<file path="src/sv/polygon_fan_triangulator_top_macros.svh">
// Assertion macros shared by the polygon fan triangulator RTL.
`ifndef POLYGON_FAN_TRIANGULATOR_TOP_MACROS_SVH
`define POLYGON_FAN_TRIANGULATOR_TOP_MACROS_SVH

`ifndef ASSERT_OFF
// Property that must hold at every clock edge outside reset.
`define PFT_ASSERT(name, clk, rst_n, prop, msg) \
  name: assert property (@(posedge clk) disable iff (!rst_n) prop) else $error(msg);
// Condition that must never be true outside reset.
`define PFT_NEVER(name, clk, rst_n, expr, msg) \
  `PFT_ASSERT(name, clk, rst_n, !(expr), msg)
`else
`define PFT_ASSERT(name, clk, rst_n, prop, msg)
`define PFT_NEVER(name, clk, rst_n, expr, msg)
`endif

`endif

</file>
<file path="src/sv/pft_pkg.sv">
// Shared types and constants of the polygon fan triangulator.
package pft_pkg;

  // Kind of triangle run that one corner beat produces.
  typedef enum logic [3:0] {
    CMD_FAN1 = 4'b0001,  // one fan triangle (0, previous, current)
    CMD_FAN3 = 4'b0010,  // fifth corner: three fan triangles
    CMD_TRI  = 4'b0100,  // triangle polygon gives itself
    CMD_QUAD = 4'b1000   // quad split along the shorter diagonal
  } cmd_kind_t;

  // Control word that travels from the front end to the emitter.
  typedef struct packed {
    cmd_kind_t kind;
    logic      use02;  // quad: split along the 0-2 diagonal
  } tri_ctl_t;

  // Corner count values.
  localparam logic [2:0] COUNT_TRI  = 3'd2;
  localparam logic [2:0] COUNT_QUAD = 3'd3;
  localparam logic [2:0] COUNT_FAN  = 3'd4;
  localparam logic [2:0] COUNT_SAT  = 3'd5;

  // Positions of the corner indices carried with each command.
  localparam int unsigned POS_C0  = 0;
  localparam int unsigned POS_C1  = 1;
  localparam int unsigned POS_C2  = 2;
  localparam int unsigned POS_C3  = 3;
  localparam int unsigned POS_CUR = 4;
  localparam int unsigned NUM_POS = 5;

  // Depth of the command queue between front end and emitter.
  localparam int unsigned QUEUE_DEPTH = 8;

  // Number of triangles a command emits.
  function automatic logic [1:0] cmd_steps(input cmd_kind_t kind);
    logic [1:0] n;
    case (kind)
      CMD_FAN3: n = 2'd3;
      CMD_QUAD: n = 2'd2;
      default:  n = 2'd1;
    endcase
    return n;
  endfunction

endpackage

</file>
<file path="src/sv/pft_if.sv">
// Valid/ready channel interfaces for corner beats and triangle beats.
interface pft_in_if #(
  parameter int unsigned INDEX_BITS = 20,
  parameter int unsigned COORD_BITS = 16
);
  logic                         valid;
  logic                         ready;
  logic        [INDEX_BITS-1:0] vertex_index;
  logic signed [COORD_BITS-1:0] x_coord;
  logic signed [COORD_BITS-1:0] y_coord;
  logic signed [COORD_BITS-1:0] z_coord;
  logic                         polygon_end;

  modport source (output valid, vertex_index, x_coord, y_coord, z_coord, polygon_end,
                  input ready);
  modport sink   (input valid, vertex_index, x_coord, y_coord, z_coord, polygon_end,
                  output ready);
endinterface

interface pft_out_if #(
  parameter int unsigned INDEX_BITS = 20
);
  logic                  valid;
  logic                  ready;
  logic [INDEX_BITS-1:0] corner_a;
  logic [INDEX_BITS-1:0] corner_b;
  logic [INDEX_BITS-1:0] corner_c;
  logic                  run_end;

  modport source (output valid, corner_a, corner_b, corner_c, run_end, input ready);
  modport sink   (input valid, corner_a, corner_b, corner_c, run_end, output ready);
endinterface

</file>
<file path="src/sv/polygon_fan_triangulator_top.sv">
// Top level of the polygon fan triangulator.
// Path: a corner beat passes the difference, square and sum registers, the command
// queue and the output register before its first triangle is shown.
// Throughput: one corner beat per cycle while the queue has room; the emitter gives
// one triangle beat per cycle while out_ch.ready is high; three for the fifth corner.
// Reset: synchronous active-low rst_n clears the corner count, queue and valid bits.
module polygon_fan_triangulator_top #(
  parameter int unsigned INDEX_BITS = 20,
  parameter int unsigned COORD_BITS = 16
) (
  input  logic      clk,
  input  logic      rst_n,
  pft_in_if.sink    in_ch,
  pft_out_if.source out_ch
);
  import pft_pkg::*;

  localparam int unsigned QW = $bits(tri_ctl_t) + NUM_POS * INDEX_BITS;
  localparam int unsigned CW = $clog2(QUEUE_DEPTH+1);

  logic                               push;
  tri_ctl_t                           push_ctl;
  logic [NUM_POS-1:0][INDEX_BITS-1:0] push_idx;
  logic                               pop;
  logic                               head_valid;
  logic [QW-1:0]                      head_data;
  tri_ctl_t                           head_ctl;
  logic [NUM_POS-1:0][INDEX_BITS-1:0] head_idx;
  logic [CW-1:0]                      q_count;

  // Corner intake, polygon tracking and quad diagonal choice.
  pft_front #(
    .INDEX_BITS  (INDEX_BITS),
    .COORD_BITS  (COORD_BITS),
    .QUEUE_DEPTH (QUEUE_DEPTH)
  ) u_front (
    .clk      (clk),
    .rst_n    (rst_n),
    .in_ch    (in_ch),
    .q_count  (q_count),
    .push     (push),
    .push_ctl (push_ctl),
    .push_idx (push_idx)
  );

  // Command queue.
  pft_queue #(
    .WIDTH (QW),
    .DEPTH (QUEUE_DEPTH)
  ) u_queue (
    .clk        (clk),
    .rst_n      (rst_n),
    .push       (push),
    .push_data  ({push_ctl, push_idx}),
    .pop        (pop),
    .head_valid (head_valid),
    .head_data  (head_data),
    .count      (q_count)
  );

  assign {head_ctl, head_idx} = head_data;

  // Triangle emitter.
  pft_back #(
    .INDEX_BITS (INDEX_BITS)
  ) u_back (
    .clk        (clk),
    .rst_n      (rst_n),
    .head_valid (head_valid),
    .head_ctl   (head_ctl),
    .head_idx   (head_idx),
    .pop        (pop),
    .out_ch     (out_ch)
  );
endmodule

</file>
<file path="src/sv/pft_queue.sv">
// Small register queue that decouples the front end from the emitter.
`include "polygon_fan_triangulator_top_macros.svh"
module pft_queue #(
  parameter int unsigned WIDTH = 8,
  parameter int unsigned DEPTH = 8
) (
  input  logic                       clk,
  input  logic                       rst_n,
  input  logic                       push,
  input  logic [WIDTH-1:0]           push_data,
  input  logic                       pop,
  output logic                       head_valid,
  output logic [WIDTH-1:0]           head_data,
  output logic [$clog2(DEPTH+1)-1:0] count
);
  localparam int unsigned AW = $clog2(DEPTH);
  localparam int unsigned CW = $clog2(DEPTH+1);
  localparam logic [CW-1:0] FullCount = CW'(DEPTH);

  logic [WIDTH-1:0] entry_r [DEPTH];
  logic [AW-1:0]    wr_ptr_r, wr_ptr_nxt;
  logic [AW-1:0]    rd_ptr_r, rd_ptr_nxt;
  logic [CW-1:0]    count_r, count_nxt;

  // Pointer and occupancy bookkeeping.
  always_comb begin
    wr_ptr_nxt = push ? wr_ptr_r + 1'b1 : wr_ptr_r;
    rd_ptr_nxt = pop ? rd_ptr_r + 1'b1 : rd_ptr_r;
    count_nxt  = count_r;
    if (push && !pop) begin
      count_nxt = count_r + 1'b1;
    end else if (pop && !push) begin
      count_nxt = count_r - 1'b1;
    end
  end

  always_ff @(posedge clk) begin
    if (!rst_n) begin
      wr_ptr_r <= '0;
      rd_ptr_r <= '0;
      count_r  <= '0;
    end else begin
      wr_ptr_r <= wr_ptr_nxt;
      rd_ptr_r <= rd_ptr_nxt;
      count_r  <= count_nxt;
    end
  end

  // Entry storage.
  always_ff @(posedge clk) begin
    if (push) begin
      entry_r[wr_ptr_r] <= push_data;
    end
  end

  assign head_valid = (count_r != '0);
  assign head_data  = entry_r[rd_ptr_r];
  assign count      = count_r;

  `PFT_NEVER(a_queue_overflow, clk, rst_n, push && count_r == FullCount,
             "command pushed into a full queue")
  `PFT_NEVER(a_queue_underflow, clk, rst_n, pop && count_r == '0,
             "command popped from an empty queue")
endmodule

</file>
<file path="src/sv/pft_front.sv">
// Front end: takes corner beats, tracks the polygon and classifies commands.
`include "polygon_fan_triangulator_top_macros.svh"
module pft_front #(
  parameter int unsigned INDEX_BITS  = 20,
  parameter int unsigned COORD_BITS  = 16,
  parameter int unsigned QUEUE_DEPTH = 8
) (
  input  logic                                              clk,
  input  logic                                              rst_n,
  pft_in_if.sink                                            in_ch,
  input  logic [$clog2(QUEUE_DEPTH+1)-1:0]                  q_count,
  output logic                                              push,
  output pft_pkg::tri_ctl_t                                 push_ctl,
  output logic [pft_pkg::NUM_POS-1:0][INDEX_BITS-1:0]       push_idx
);
  import pft_pkg::*;

  localparam int unsigned CB = COORD_BITS;
  localparam int unsigned SQW = 2 * CB;
  localparam int unsigned SUMW = 2 * CB + 2;
  localparam int unsigned CW = $clog2(QUEUE_DEPTH+1);
  localparam logic [CW:0] DepthW = (CW+1)'(QUEUE_DEPTH);

  // Absolute difference of two signed coordinates; always fits CB bits.
  function automatic logic [CB-1:0] absd(input logic signed [CB-1:0] p,
                                         input logic signed [CB-1:0] q);
    logic signed [CB:0] d;
    d = {p[CB-1], p} - {q[CB-1], q};
    return d[CB] ? CB'(-d) : d[CB-1:0];
  endfunction

  // Polygon state.
  logic        [INDEX_BITS-1:0] hidx_r [4];
  logic signed [CB-1:0]         hx_r   [3];
  logic signed [CB-1:0]         hy_r   [3];
  logic signed [CB-1:0]         hz_r   [3];
  logic        [2:0]            count_r, count_nxt;

  // Distance pipeline: differences, squares, sums.
  logic                                  s1_v_r, s2_v_r, s3_v_r;
  cmd_kind_t                             s1_kind_r, s2_kind_r, s3_kind_r;
  logic [NUM_POS-1:0][INDEX_BITS-1:0]    s1_idx_r, s2_idx_r, s3_idx_r;
  logic [2:0][CB-1:0]                    s1_d02_r, s1_d13_r;
  logic [2:0][SQW-1:0]                   s2_q02_r, s2_q13_r;
  logic [SUMW-1:0]                       s3_sum02_r, s3_sum13_r;

  logic                               accept;
  logic                               last;
  logic                               has_cmd;
  cmd_kind_t                          kind;
  logic [1:0]                         slot;
  logic [1:0]                         inflight;
  logic [CW:0]                        occupancy;
  logic [NUM_POS-1:0][INDEX_BITS-1:0] snap_idx;
  logic [2:0][CB-1:0]                 d02, d13;

  // Space check: queue entries plus commands still in the distance pipeline.
  assign inflight  = 2'(s1_v_r) + 2'(s2_v_r) + 2'(s3_v_r);
  assign occupancy = {1'b0, q_count} + (CW+1)'(inflight);
  assign in_ch.ready = (occupancy < DepthW);
  assign accept = in_ch.valid && in_ch.ready;
  assign last   = in_ch.polygon_end;

  // Classify the beat from the corner count before it.
  always_comb begin
    has_cmd = 1'b0;
    kind    = CMD_FAN1;
    if (count_r >= COUNT_SAT) begin
      has_cmd = 1'b1;
      kind    = CMD_FAN1;
    end else if (count_r == COUNT_FAN) begin
      has_cmd = 1'b1;
      kind    = CMD_FAN3;
    end else if (last && count_r == COUNT_TRI) begin
      has_cmd = 1'b1;
      kind    = CMD_TRI;
    end else if (last && count_r == COUNT_QUAD) begin
      has_cmd = 1'b1;
      kind    = CMD_QUAD;
    end
  end

  // Snapshot of the held corners before this beat writes its slot, and diagonal differences.
  always_comb begin
    snap_idx[POS_C0]  = hidx_r[0];
    snap_idx[POS_C1]  = hidx_r[1];
    snap_idx[POS_C2]  = hidx_r[2];
    snap_idx[POS_C3]  = hidx_r[3];
    snap_idx[POS_CUR] = in_ch.vertex_index;
    d02[0] = absd(hx_r[0], hx_r[2]);
    d02[1] = absd(hy_r[0], hy_r[2]);
    d02[2] = absd(hz_r[0], hz_r[2]);
    d13[0] = absd(hx_r[1], in_ch.x_coord);
    d13[1] = absd(hy_r[1], in_ch.y_coord);
    d13[2] = absd(hz_r[1], in_ch.z_coord);
  end

  // Slot to write and next corner count.
  always_comb begin
    slot      = (count_r < 3'd4) ? count_r[1:0] : 2'd3;
    count_nxt = count_r;
    if (last) begin
      count_nxt = '0;
    end else if (count_r >= COUNT_SAT) begin
      count_nxt = COUNT_SAT;
    end else begin
      count_nxt = count_r + 3'd1;
    end
  end

  always_ff @(posedge clk) begin
    if (!rst_n) begin
      count_r <= '0;
    end else if (accept) begin
      count_r <= count_nxt;
    end
  end

  // Held corners; coordinates are only needed for the first three.
  always_ff @(posedge clk) begin
    if (accept) begin
      hidx_r[slot] <= in_ch.vertex_index;
      if (slot != 2'd3) begin
        hx_r[slot] <= in_ch.x_coord;
        hy_r[slot] <= in_ch.y_coord;
        hz_r[slot] <= in_ch.z_coord;
      end
    end
  end

  // Pipeline valid bits.
  always_ff @(posedge clk) begin
    if (!rst_n) begin
      s1_v_r <= 1'b0;
      s2_v_r <= 1'b0;
      s3_v_r <= 1'b0;
    end else begin
      s1_v_r <= accept && has_cmd;
      s2_v_r <= s1_v_r;
      s3_v_r <= s2_v_r;
    end
  end

  // Pipeline payload: differences, then squares, then sums.
  always_ff @(posedge clk) begin
    s1_kind_r <= kind;
    s1_idx_r  <= snap_idx;
    s1_d02_r  <= d02;
    s1_d13_r  <= d13;
    s2_kind_r <= s1_kind_r;
    s2_idx_r  <= s1_idx_r;
    for (int i = 0; i < 3; i++) begin
      s2_q02_r[i] <= SQW'(s1_d02_r[i]) * SQW'(s1_d02_r[i]);
      s2_q13_r[i] <= SQW'(s1_d13_r[i]) * SQW'(s1_d13_r[i]);
    end
    s3_kind_r  <= s2_kind_r;
    s3_idx_r   <= s2_idx_r;
    s3_sum02_r <= SUMW'(s2_q02_r[0]) + SUMW'(s2_q02_r[1]) + SUMW'(s2_q02_r[2]);
    s3_sum13_r <= SUMW'(s2_q13_r[0]) + SUMW'(s2_q13_r[1]) + SUMW'(s2_q13_r[2]);
  end

  // Final compare picks the quad diagonal; ties go to 1-3.
  assign push           = s3_v_r;
  assign push_ctl.kind  = s3_kind_r;
  assign push_ctl.use02 = (s3_sum02_r < s3_sum13_r);
  assign push_idx       = s3_idx_r;

  `PFT_NEVER(a_front_credit, clk, rst_n, occupancy > DepthW,
             "queue plus pipeline commands exceed queue depth")
endmodule

</file>
<file path="src/sv/pft_back.sv">
// Emitter: walks each queued command and drives one triangle beat per cycle unless stalled.
`include "polygon_fan_triangulator_top_macros.svh"
module pft_back #(
  parameter int unsigned INDEX_BITS = 20
) (
  input  logic                                        clk,
  input  logic                                        rst_n,
  input  logic                                        head_valid,
  input  pft_pkg::tri_ctl_t                           head_ctl,
  input  logic [pft_pkg::NUM_POS-1:0][INDEX_BITS-1:0] head_idx,
  output logic                                        pop,
  pft_out_if.source                                   out_ch
);
  import pft_pkg::*;

  logic [1:0]            step_r, step_nxt;
  logic                  out_valid_r, out_valid_nxt;
  logic [INDEX_BITS-1:0] a_r, b_r, c_r;
  logic                  end_r;

  logic [1:0]            nsteps;
  logic                  last_step;
  logic                  load;
  logic [INDEX_BITS-1:0] tri_a, tri_b, tri_c;
  logic [INDEX_BITS-1:0] h0, h1, h2, h3, cur;

  assign h0  = head_idx[POS_C0];
  assign h1  = head_idx[POS_C1];
  assign h2  = head_idx[POS_C2];
  assign h3  = head_idx[POS_C3];
  assign cur = head_idx[POS_CUR];

  assign nsteps    = cmd_steps(head_ctl.kind);
  assign last_step = (step_r == nsteps - 2'd1);
  assign load      = head_valid && (!out_valid_r || out_ch.ready);
  assign pop       = load && last_step;

  // Triangle for the current step of the head command.
  always_comb begin
    tri_a = h0;
    tri_b = h3;
    tri_c = cur;
    unique case (head_ctl.kind)
      CMD_FAN1: begin
        tri_a = h0;
        tri_b = h3;
        tri_c = cur;
      end
      CMD_FAN3: begin
        tri_a = h0;
        case (step_r)
          2'd0: begin
            tri_b = h1;
            tri_c = h2;
          end
          2'd1: begin
            tri_b = h2;
            tri_c = h3;
          end
          default: begin
            tri_b = h3;
            tri_c = cur;
          end
        endcase
      end
      CMD_TRI: begin
        tri_a = h0;
        tri_b = h1;
        tri_c = cur;
      end
      CMD_QUAD: begin
        if (head_ctl.use02) begin
          tri_a = h0;
          tri_b = step_r == 2'd0 ? h1 : h2;
          tri_c = step_r == 2'd0 ? h2 : cur;
        end else begin
          tri_a = h1;
          tri_b = step_r == 2'd0 ? h2 : cur;
          tri_c = step_r == 2'd0 ? cur : h0;
        end
      end
      default: begin
        tri_a = h0;
        tri_b = h3;
        tri_c = cur;
      end
    endcase
  end

  // Step counter and output register occupancy.
  always_comb begin
    step_nxt = step_r;
    if (load) begin
      step_nxt = last_step ? 2'd0 : step_r + 2'd1;
    end
    out_valid_nxt = out_valid_r;
    if (load) begin
      out_valid_nxt = 1'b1;
    end else if (out_ch.ready) begin
      out_valid_nxt = 1'b0;
    end
  end

  always_ff @(posedge clk) begin
    if (!rst_n) begin
      step_r      <= '0;
      out_valid_r <= 1'b0;
    end else begin
      step_r      <= step_nxt;
      out_valid_r <= out_valid_nxt;
    end
  end

  // Output beat payload.
  always_ff @(posedge clk) begin
    if (load) begin
      a_r   <= tri_a;
      b_r   <= tri_b;
      c_r   <= tri_c;
      end_r <= last_step;
    end
  end

  assign out_ch.valid    = out_valid_r;
  assign out_ch.corner_a = a_r;
  assign out_ch.corner_b = b_r;
  assign out_ch.corner_c = c_r;
  assign out_ch.run_end  = end_r;

  `PFT_NEVER(a_back_step_range, clk, rst_n, head_valid && step_r >= nsteps,
             "emitter step counter past the end of its command")
endmodule
</file>
<file path="src/flat_wrapper.sv">
// flat-port wrapper written by rule: the top's interface ports become plain ports
module polygon_fan_triangulator_top_flat import pft_pkg::*;
#(
  parameter int unsigned INDEX_BITS = 20,
  parameter int unsigned COORD_BITS = 16
)
  (clk, rst_n, in_ch_valid, in_ch_vertex_index, in_ch_x_coord, in_ch_y_coord, in_ch_z_coord, in_ch_polygon_end, in_ch_ready, out_ch_valid, out_ch_corner_a, out_ch_corner_b, out_ch_corner_c, out_ch_run_end, out_ch_ready);
  pft_in_if #(.INDEX_BITS(INDEX_BITS), .COORD_BITS(COORD_BITS)) in_ch_i ();
  pft_out_if #(.INDEX_BITS(INDEX_BITS)) out_ch_i ();
  input  logic clk;
  input  logic rst_n;
  input wire logic [$bits(in_ch_i.valid)-1:0] in_ch_valid;
  input wire logic [$bits(in_ch_i.vertex_index)-1:0] in_ch_vertex_index;
  input wire logic [$bits(in_ch_i.x_coord)-1:0] in_ch_x_coord;
  input wire logic [$bits(in_ch_i.y_coord)-1:0] in_ch_y_coord;
  input wire logic [$bits(in_ch_i.z_coord)-1:0] in_ch_z_coord;
  input wire logic [$bits(in_ch_i.polygon_end)-1:0] in_ch_polygon_end;
  output wire logic [$bits(in_ch_i.ready)-1:0] in_ch_ready;
  output wire logic [$bits(out_ch_i.valid)-1:0] out_ch_valid;
  output wire logic [$bits(out_ch_i.corner_a)-1:0] out_ch_corner_a;
  output wire logic [$bits(out_ch_i.corner_b)-1:0] out_ch_corner_b;
  output wire logic [$bits(out_ch_i.corner_c)-1:0] out_ch_corner_c;
  output wire logic [$bits(out_ch_i.run_end)-1:0] out_ch_run_end;
  input wire logic [$bits(out_ch_i.ready)-1:0] out_ch_ready;
  assign in_ch_i.valid = in_ch_valid;
  assign in_ch_i.vertex_index = in_ch_vertex_index;
  assign in_ch_i.x_coord = in_ch_x_coord;
  assign in_ch_i.y_coord = in_ch_y_coord;
  assign in_ch_i.z_coord = in_ch_z_coord;
  assign in_ch_i.polygon_end = in_ch_polygon_end;
  assign in_ch_ready = in_ch_i.ready;
  assign out_ch_valid = out_ch_i.valid;
  assign out_ch_corner_a = out_ch_i.corner_a;
  assign out_ch_corner_b = out_ch_i.corner_b;
  assign out_ch_corner_c = out_ch_i.corner_c;
  assign out_ch_run_end = out_ch_i.run_end;
  assign out_ch_i.ready = out_ch_ready;
  polygon_fan_triangulator_top #(.INDEX_BITS(INDEX_BITS), .COORD_BITS(COORD_BITS)) u_core (.clk(clk), .rst_n(rst_n), .in_ch(in_ch_i), .out_ch(out_ch_i));
endmodule
</file>
<file path="config.mk">
export PLATFORM = sky130hd
export DESIGN_NAME = polygon_fan_triangulator_top_flat
export DESIGN_NICKNAME = d
export VERILOG_FILES = /design/src/sv/pft_pkg.sv /design/src/sv/pft_if.sv /design/src/sv/polygon_fan_triangulator_top.sv /design/src/sv/pft_queue.sv /design/src/sv/pft_front.sv /design/src/sv/pft_back.sv /design/src/flat_wrapper.sv
export VERILOG_INCLUDE_DIRS = /design/src /design/src/sv
export SDC_FILE = /design/constraint.sdc
export NUM_CORES = 2
export LEC_CHECK = 0
export ABC_AREA = 1
export BUFFER_PORTS_ARGS = -buffer_cell sky130_fd_sc_hd__buf_4
export CORE_MARGIN = 3
export CORE_UTILIZATION = 35
export CTS_CLUSTER_DIAMETER = 120
export DETAILED_ROUTE_END_ITERATION = 7
export REMOVE_ABC_BUFFERS = 1
export SYNTH_ARGS = -nofsm -noshare
export SYNTH_HDL_FRONTEND = slang
export SYNTH_SLANG_ARGS = --single-unit
</file>
<file path="constraint.sdc">
create_clock -name clk -period 9.3 [get_ports clk]
set_input_delay 0.465 -clock clk [delete_from_list [all_inputs] [get_ports clk]]
set_output_delay 0.465 -clock clk [all_outputs]
set_load 0.02 [all_outputs]
</file>
After elaboration in Yosys (flattened, before gate mapping)
Memory sizes are Yosys's and may differ from the RTL's. A register that Yosys moved wholly into a read port is not among the register bits. Index checks and enable logic that the tools add are counted.

Flip-flop bits (word level): 668. Bits in latches: 0. RAM bits: 1064. Memory bits (read-only): 0. Input port bits: 73. Output and inout port bits: 63. Logic and storage cells: 153. Memories: 5.

Add/sub/neg operators: 26. $mul: 6. Divide/modulo/power cells: 0. Order comparisons: 4. Equality and inequality tests: 9. Shift-type cells: 0. Muxes and demuxes: 42. Bitwise gates (word level): 0. Reduce and logical (&&, ||, !) cells: 18.

Memories: u_core.u_queue.entry_r (words 8, bits a word 105, rd ports 1, clocked after memory_dff 1, wr ports 1, line pft_queue.sv:20) `logic [WIDTH-1:0] entry_r [DEPTH];`; u_core.u_front.hidx_r (words 4, bits a word 20, rd ports 4, clocked after memory_dff 4, wr ports 1, line pft_front.sv:33) `logic [INDEX_BITS-1:0] hidx_r [4];`; u_core.u_front.hx_r (words 3, bits a word 16, rd ports 3, clocked after memory_dff 0, wr ports 1, line pft_front.sv:34) `logic signed [CB-1:0] hx_r [3];`; u_core.u_front.hy_r (words 3, bits a word 16, rd ports 3, clocked after memory_dff 0, wr ports 1, line pft_front.sv:35) `logic signed [CB-1:0] hy_r [3];`; u_core.u_front.hz_r (words 3, bits a word 16, rd ports 3, clocked after memory_dff 0, wr ports 1, line pft_front.sv:36) `logic signed [CB-1:0] hz_r [3];`.

Operators by type and width (number): $mul A16 B16 Y32 (6); $mux W20 (7); $pmux W20 S2 (3); $sub A16 B16 Y17 (6); $mux W16 (6); $neg A16 Y16 (6); $add A33 B32 Y34 (2); $add A32 B32 Y33 (2); $pmux W20 S3 (1); $lt A34 B34 Y1 (1); $mux W3 (5); $mux W1 (13); $mux W4 (3); $add A3 B1 Y3 const B (3); $logic_and A1 B1 Y1 (8); $eq A3 B2 Y1 const B (2); $mux W2 (3); $add A4 B2 Y5 (1); $lt A5 B4 Y1 const B (1); $add A4 B1 Y4 const B (1); $eq A4 B2 Y1 const B (1); $eq A4 B3 Y1 const B (1); $eq A4 B4 Y1 const B (1); $pmux W2 S2 (1); other kinds (18) (21).

Depth between registers and ports, before layout
Word-level depth: 8. Depth in mapped cells: 28. Gate-level depth less buffers: 26.

Hierarchy
A second synthesis with hierarchy kept.

Cells, all modules: 12553. Area total of the unflattened synthesis: 117577.8 um^2.

Modules (own cells, without submodules): pft_front (times used 1, cells an instance 8800, area each 78081.1 um^2, sequential area each 20099.3 um^2); pft_queue (times used 1, cells an instance 2876, area each 34144.0 um^2, sequential area each 25484.4 um^2); pft_back (times used 1, cells an instance 877, area each 5352.6 um^2, sequential area each 1891.8 um^2).

Least setup slack after synthesis
No wires, ideal clock.

Kind: flip-flop to flip-flop. From: register u_core.u_queue.count_r[0] (netlist: u_core.u_queue.count[0]). To: memory u_core.u_front.hx_r[1][0] (netlist bit), enable pin. Library setup time: 0.573 ns. Arrival time: 6.541 ns. Data required time: 8.727 ns. Path slack: 2.187 ns. Stages on the path, launching flop included: 8. Path buffers: 1. Period minus slack after synthesis: 7.113 ns. Path through: dfxtp_1 > fa_1 > ha_1 > a31o_2 > a21oi_1 > nand2_1 > clkbuf_1 > nor4_1.

Cells in the longest elaborated chain, start to end: 5.

RTL lines: start, declared (line pft_queue.sv:23) `logic [CW-1:0] count_r, count_nxt;`; start signal, assigned (line pft_queue.sv:45) `count_r <= count_nxt;`; $add A4 B2 Y5 (line pft_front.sv:59) `assign occupancy = {1'b0, q_count} + (CW+1)'(inflight);`; $lt A5 B4 Y1 (line pft_front.sv:60) `assign in_ch.ready = (occupancy < DepthW);`; via in_ch_ready (line flat_wrapper.sv:18) `output wire logic [$bits(in_ch_i.ready)-1:0] in_ch_ready;`; $logic_and A1 B1 Y1 (line pft_front.sv:61) `assign accept = in_ch.valid && in_ch.ready;`; $mux W1 (line pft_front.sv:121) `if (accept) begin`; $mux W1 (implied by the code) (line pft_front.sv:124) `hx_r[slot] <= in_ch.x_coord;`; end, declared (line pft_front.sv:34).

The timed path passes the listed nets, and every way through them passes these cells.

Worst setup path after layout
From: register u_core.u_front.s1_d02_r[38] (netlist bit). To: register u_core.u_front.s2_q02_r[91] (netlist bit).

Cells in the longest elaborated chain, start to end: 1.

RTL lines: start, declared (line pft_front.sv:43) `logic [2:0][CB-1:0] s1_d02_r, s1_d13_r;`; start signal, assigned (line pft_front.sv:148) `s1_d02_r <= d02;`; $mul A16 B16 Y32 (line pft_front.sv:153) `s2_q02_r[i] <= SQW'(s1_d02_r[i]) * SQW'(s1_d02_r[i]);`; end signal, assigned by index (line pft_front.sv:153); end, declared (line pft_front.sv:44) `logic [2:0][SQW-1:0] s2_q02_r, s2_q13_r;`.

Every way passes these cells. A chain may end at the register's enable or synchronous reset.

==> flow_summary.toml <==
[yosys]
synth_seq_cells = 1809
synthesis.area_per_instance_um2 = 9.69
synthDominantCellAreaShare_pct = 29.3
yosysSeqAreaShare_pct = 41.1
synth-edff-count = 1125
synth_top_area_cell = "sky130_fd_sc_hd__edfxtp_1"
flip_flop_cell_with_the_highest_count_after_synthesis = "sky130_fd_sc_hd__edfxtp_1"
post_synth_num_cell_types = 55
netlist_area_um2 = 115000
warnings_from_yosys = 0
post_synth_main_area_contributors = "sky130_fd_sc_hd__edfxtp_1 29%, sky130_fd_sc_hd__fa_1 18%, sky130_fd_sc_hd__dfxtp_1 12%, sky130_fd_sc_hd__ha_1 8.8%, sky130_fd_sc_hd__inv_1 7.6%"
synth_async_sr_flop_share_pct = 0
yosysMostFrequentCell = "sky130_fd_sc_hd__inv_1"
synthCells = 11900
synth_top_cells_by_count = "2333 x sky130_fd_sc_hd__inv_1, 2223 x sky130_fd_sc_hd__nand2_1, 1125 x sky130_fd_sc_hd__edfxtp_1"

[clock_network]
clock_tree.root_cell = "sky130_fd_sc_hd__clkbuf_16"
h_tree_depth_reported_by_cts = 4
cts-root-to-sink-buffers = 4
cts-buffers-inserted = 192
cts.reportedPaths.clkPinSlew_ns = 0.06
tritoncts_num_sinks = 1809
clock_latency_ns = 0.85
tritoncts = "done"
post_cts_setup_buffer_count = 0

[final_layout]
utilization_after_layout_pct = 39.0
area.growth.synth_to_final_pct = 10.7
layout-drive-gt1-share_pct = 4.54
filler_cell_count = 32000
nNetsFinal = 13900

[setup_path]
setup.worst_path.end_class = "register"
crit-reg2reg-launch = "u_core.u_front.s1_d02_r[38]$_DFF_P_"
critPathMaxFanout = 16
startpoint_type = "register"
timing_worst_setup_path_type = "reg -> reg"
crit-reg2reg-capture = "u_core.u_front.s2_q02_r[91]$_DFF_P_"
r2r.worst_path.cells = 17
cp.required_ns = 9.93
arrival_ns = 6.75
timing.reg2reg.setup_slack_ns = 3.18

[global_routing]
vias_in_the_first_global_route = 78500
antenna_violations_before_repair = 29
globalRouteOverflowTotal = 0
global_route_wire_length_before_repair_mm = 442
grt_use_total_pct = 16.4
maximum_number_of_pins_on_one_net_before_global_route_repair = 205

[route]
drt_pre_antenna_iters = 6
ant_nets = 0
routed_wl_mm = 278
post_drt_wl_per_cell_um = 16.9
initialDrtViolationCount = 5509
viasPerCell = 4.73
dr_total_vias = 78000
post-route-drc-count = 0

[timing]
fin_setup_tns_ns = 0
clock-skew-final_ns = 0.0944
setup-violations-final = 0
timing.final.crit_period_ns = 6.12
finalHoldViolCount = 0
whs_ns = 0.270
grt_setup_unrepaired = "no"
post-route-period-util_pct = 65.8
slew-limit-headroom_pct = 17.8
maxClockFrequency_mhz = 163
slew_viol_final = 0
layout_setup_ws_ns = 3.18
worst-slew-pin-transition_ns = 1.23

[placement]
pre_cts_slack_ns = 3.23
dpl_wire_length_mm = 192
portBuffers = 135
place_congestion = 0.896

[floorplan]
chipHeight_um = 580
floorplan.die.width_um = 580
start_util_pct = 35.2
area_enclosed_by_the_die_boundary_um2 = 337000
core_region_area_um2 = 328000
fp-row-count = 210
ioPinCount = 136

[worst_hold_path]
hp-start = "u_core.u_front.hidx_r[2][1]$_DFFE_PP_"
hold_path_class = "reg -> reg"
hold_path_depth = 0
holdPathEnd = "u_core.u_front.s1_idx_r[41]$_DFF_P_"

[flow_run]
max_cap_violations = 0

[status]
result_of_the_run = "complete, no violations"
==> placed cells by master (no fill, tap or decap), drive strengths merged, types with 8 or more instances in the layout <==
cell type / count
ha: 814
a21o: 34
clkinv: 36
nor3: 74
edfxtp: 1125
a31oi: 29
o21bai: 32
xnor2: 123
o21ai: 701
o22ai: 112
dfxtp: 684
nand3: 307
buf: 173
a31o: 8
nand4: 64
xor2: 255
nor4: 12
clkbuf: 274
o211ai: 74
fa: 1044
dlygate4sd3: 71
nor2: 926
a21boi: 11
or2: 17
diode: 10
mux2: 11
inv: 2356
bufinv: 13
nand3b: 17
nand2: 2225
a21oi: 395
o21a: 29
a211oi: 13
o221ai: 33
==> worst max-delay path, cell delays in order (launching register included) <==
cell and delay, ns:
sky130_fd_sc_hd__dfxtp_1 0.84, sky130_fd_sc_hd__nand2_1 0.26, sky130_fd_sc_hd__fa_1 0.60, sky130_fd_sc_hd__inv_1 0.05, sky130_fd_sc_hd__fa_1 0.54, sky130_fd_sc_hd__fa_1 0.45
sky130_fd_sc_hd__fa_1 0.53, sky130_fd_sc_hd__fa_1 0.50, sky130_fd_sc_hd__inv_1 0.05, sky130_fd_sc_hd__fa_1 0.53, sky130_fd_sc_hd__inv_1 0.08, sky130_fd_sc_hd__ha_1 0.37
sky130_fd_sc_hd__a21oi_1 0.21, sky130_fd_sc_hd__o21ai_0 0.19, sky130_fd_sc_hd__o21bai_1 0.20, sky130_fd_sc_hd__a21oi_1 0.23, sky130_fd_sc_hd__o21ai_0 0.14, sky130_fd_sc_hd__xor2_1 0.16
==> sequential cells by signal, indices dropped and copies added, names as in the netlist, 20 cells and up, named ones only <==
signal	count
u_core.u_queue.entry_r	840
u_core.u_front.s1_d02_r	48
u_core.u_front.hz_r	48
u_core.u_back.out_ch.corner_a	20
u_core.u_front.s3_sum13_r	34
u_core.u_front.s2_q13_r	93
u_core.u_front.push_idx	100
u_core.u_back.out_ch.corner_b	20
u_core.u_front.hx_r	48
u_core.u_back.out_ch.corner_c	20
u_core.u_front.s2_q02_r	93
u_core.u_front.s1_d13_r	48
u_core.u_front.hy_r	48
u_core.u_front.s3_sum02_r	34
u_core.u_front.s2_idx_r	100
u_core.u_front.hidx_r	80
u_core.u_front.s1_idx_r	100
==> final cells by class <==
cell class / count / area, um2 / area share [%]
repair buffers: 244 / 2120 / 1.66
diodes: 10 / 25.0 / 0.0196
flip-flops and latches: 1809 / 47500 / 37.2
clock buffers: 274 / 5530 / 4.33
well taps: 4346 / 5440 / 4.26
clock inverters: 75 / 851 / 0.666
multi-input cells: 7387 / 57600 / 45.0
inverters: 2336 / 8780 / 6.87
==> kinds of logic (layout without fill, tap and decap cells) <==
kind of cell,after synthesis,after routing,share of synthesized area (%)
buf+inv,2725,2929,9.17
mux,12,12,0.122
compound gates,1484,1484,7.21
simple gates,3649,3649,12.6
flops,1809,1809,41.1
xor+xnor,378,378,2.87
fa+ha+maj,1858,1858,26.9
other cells,1,16,0.00325
==> how the worst max path moves through the flow <==
stage | slack, ns | depth (start not counted) | endpoint | start
2_1_floorplan | -11.43 | 11 | u_core.u_back.out_ch.corner_b[9]$_DFFE_PP_ | register
3_3_place_gp | 3.26 | 17 | u_core.u_front.s2_q02_r[91]$_DFF_P_ | u_core.u_front.s1_d02_r[38]$_DFF_P_
5_1_grt | 2.80 | 21 | u_core.u_front.s2_q13_r[60]$_DFF_P_ | u_core.u_front.s1_d13_r[19]$_DFF_P_
6_report | 3.18 | 17 | u_core.u_front.s2_q02_r[91]$_DFF_P_ | u_core.u_front.s1_d02_r[38]$_DFF_P_
4_1_cts | 3.15 | 17 | u_core.u_front.s2_q02_r[91]$_DFF_P_ | u_core.u_front.s1_d02_r[38]$_DFF_P_
3_5_place_dp | 3.23 | 17 | u_core.u_front.s2_q02_r[91]$_DFF_P_ | u_core.u_front.s1_d02_r[38]$_DFF_P_
==> repair_timing <==
item                                   in CTS  in global routing
hold buffers                               71                  0
endpoints found under the hold margin     263                  0
gates resized for setup                     0                  0
setup endpoints to repair                   0                  0
==> layer usage <==
layer / vias to the layer above / GRT usage, % / routed length [um]
met1: 38000 / 23.2 / 128000
met5: - / 0 / 13
li1: 37900 / - / -
met4: 2 / 4.68 / 8250
met2: 1801 / 26.6 / 127000
met3: 394 / 1.91 / 14900
==> through the flow <==
stage | cells | cell area (um2)
final | 16500 | 128000
after global routing | 16500 | 128000
after CTS | 16500 | 128000
after detailed placement | 16100 | 121000
after global placement | 16100 | 121000
after floorplan | 11500 | 114000
Power is not shown: default switching activity piles up to over one toggle a cycle in this logic, so the estimate is an artifact.
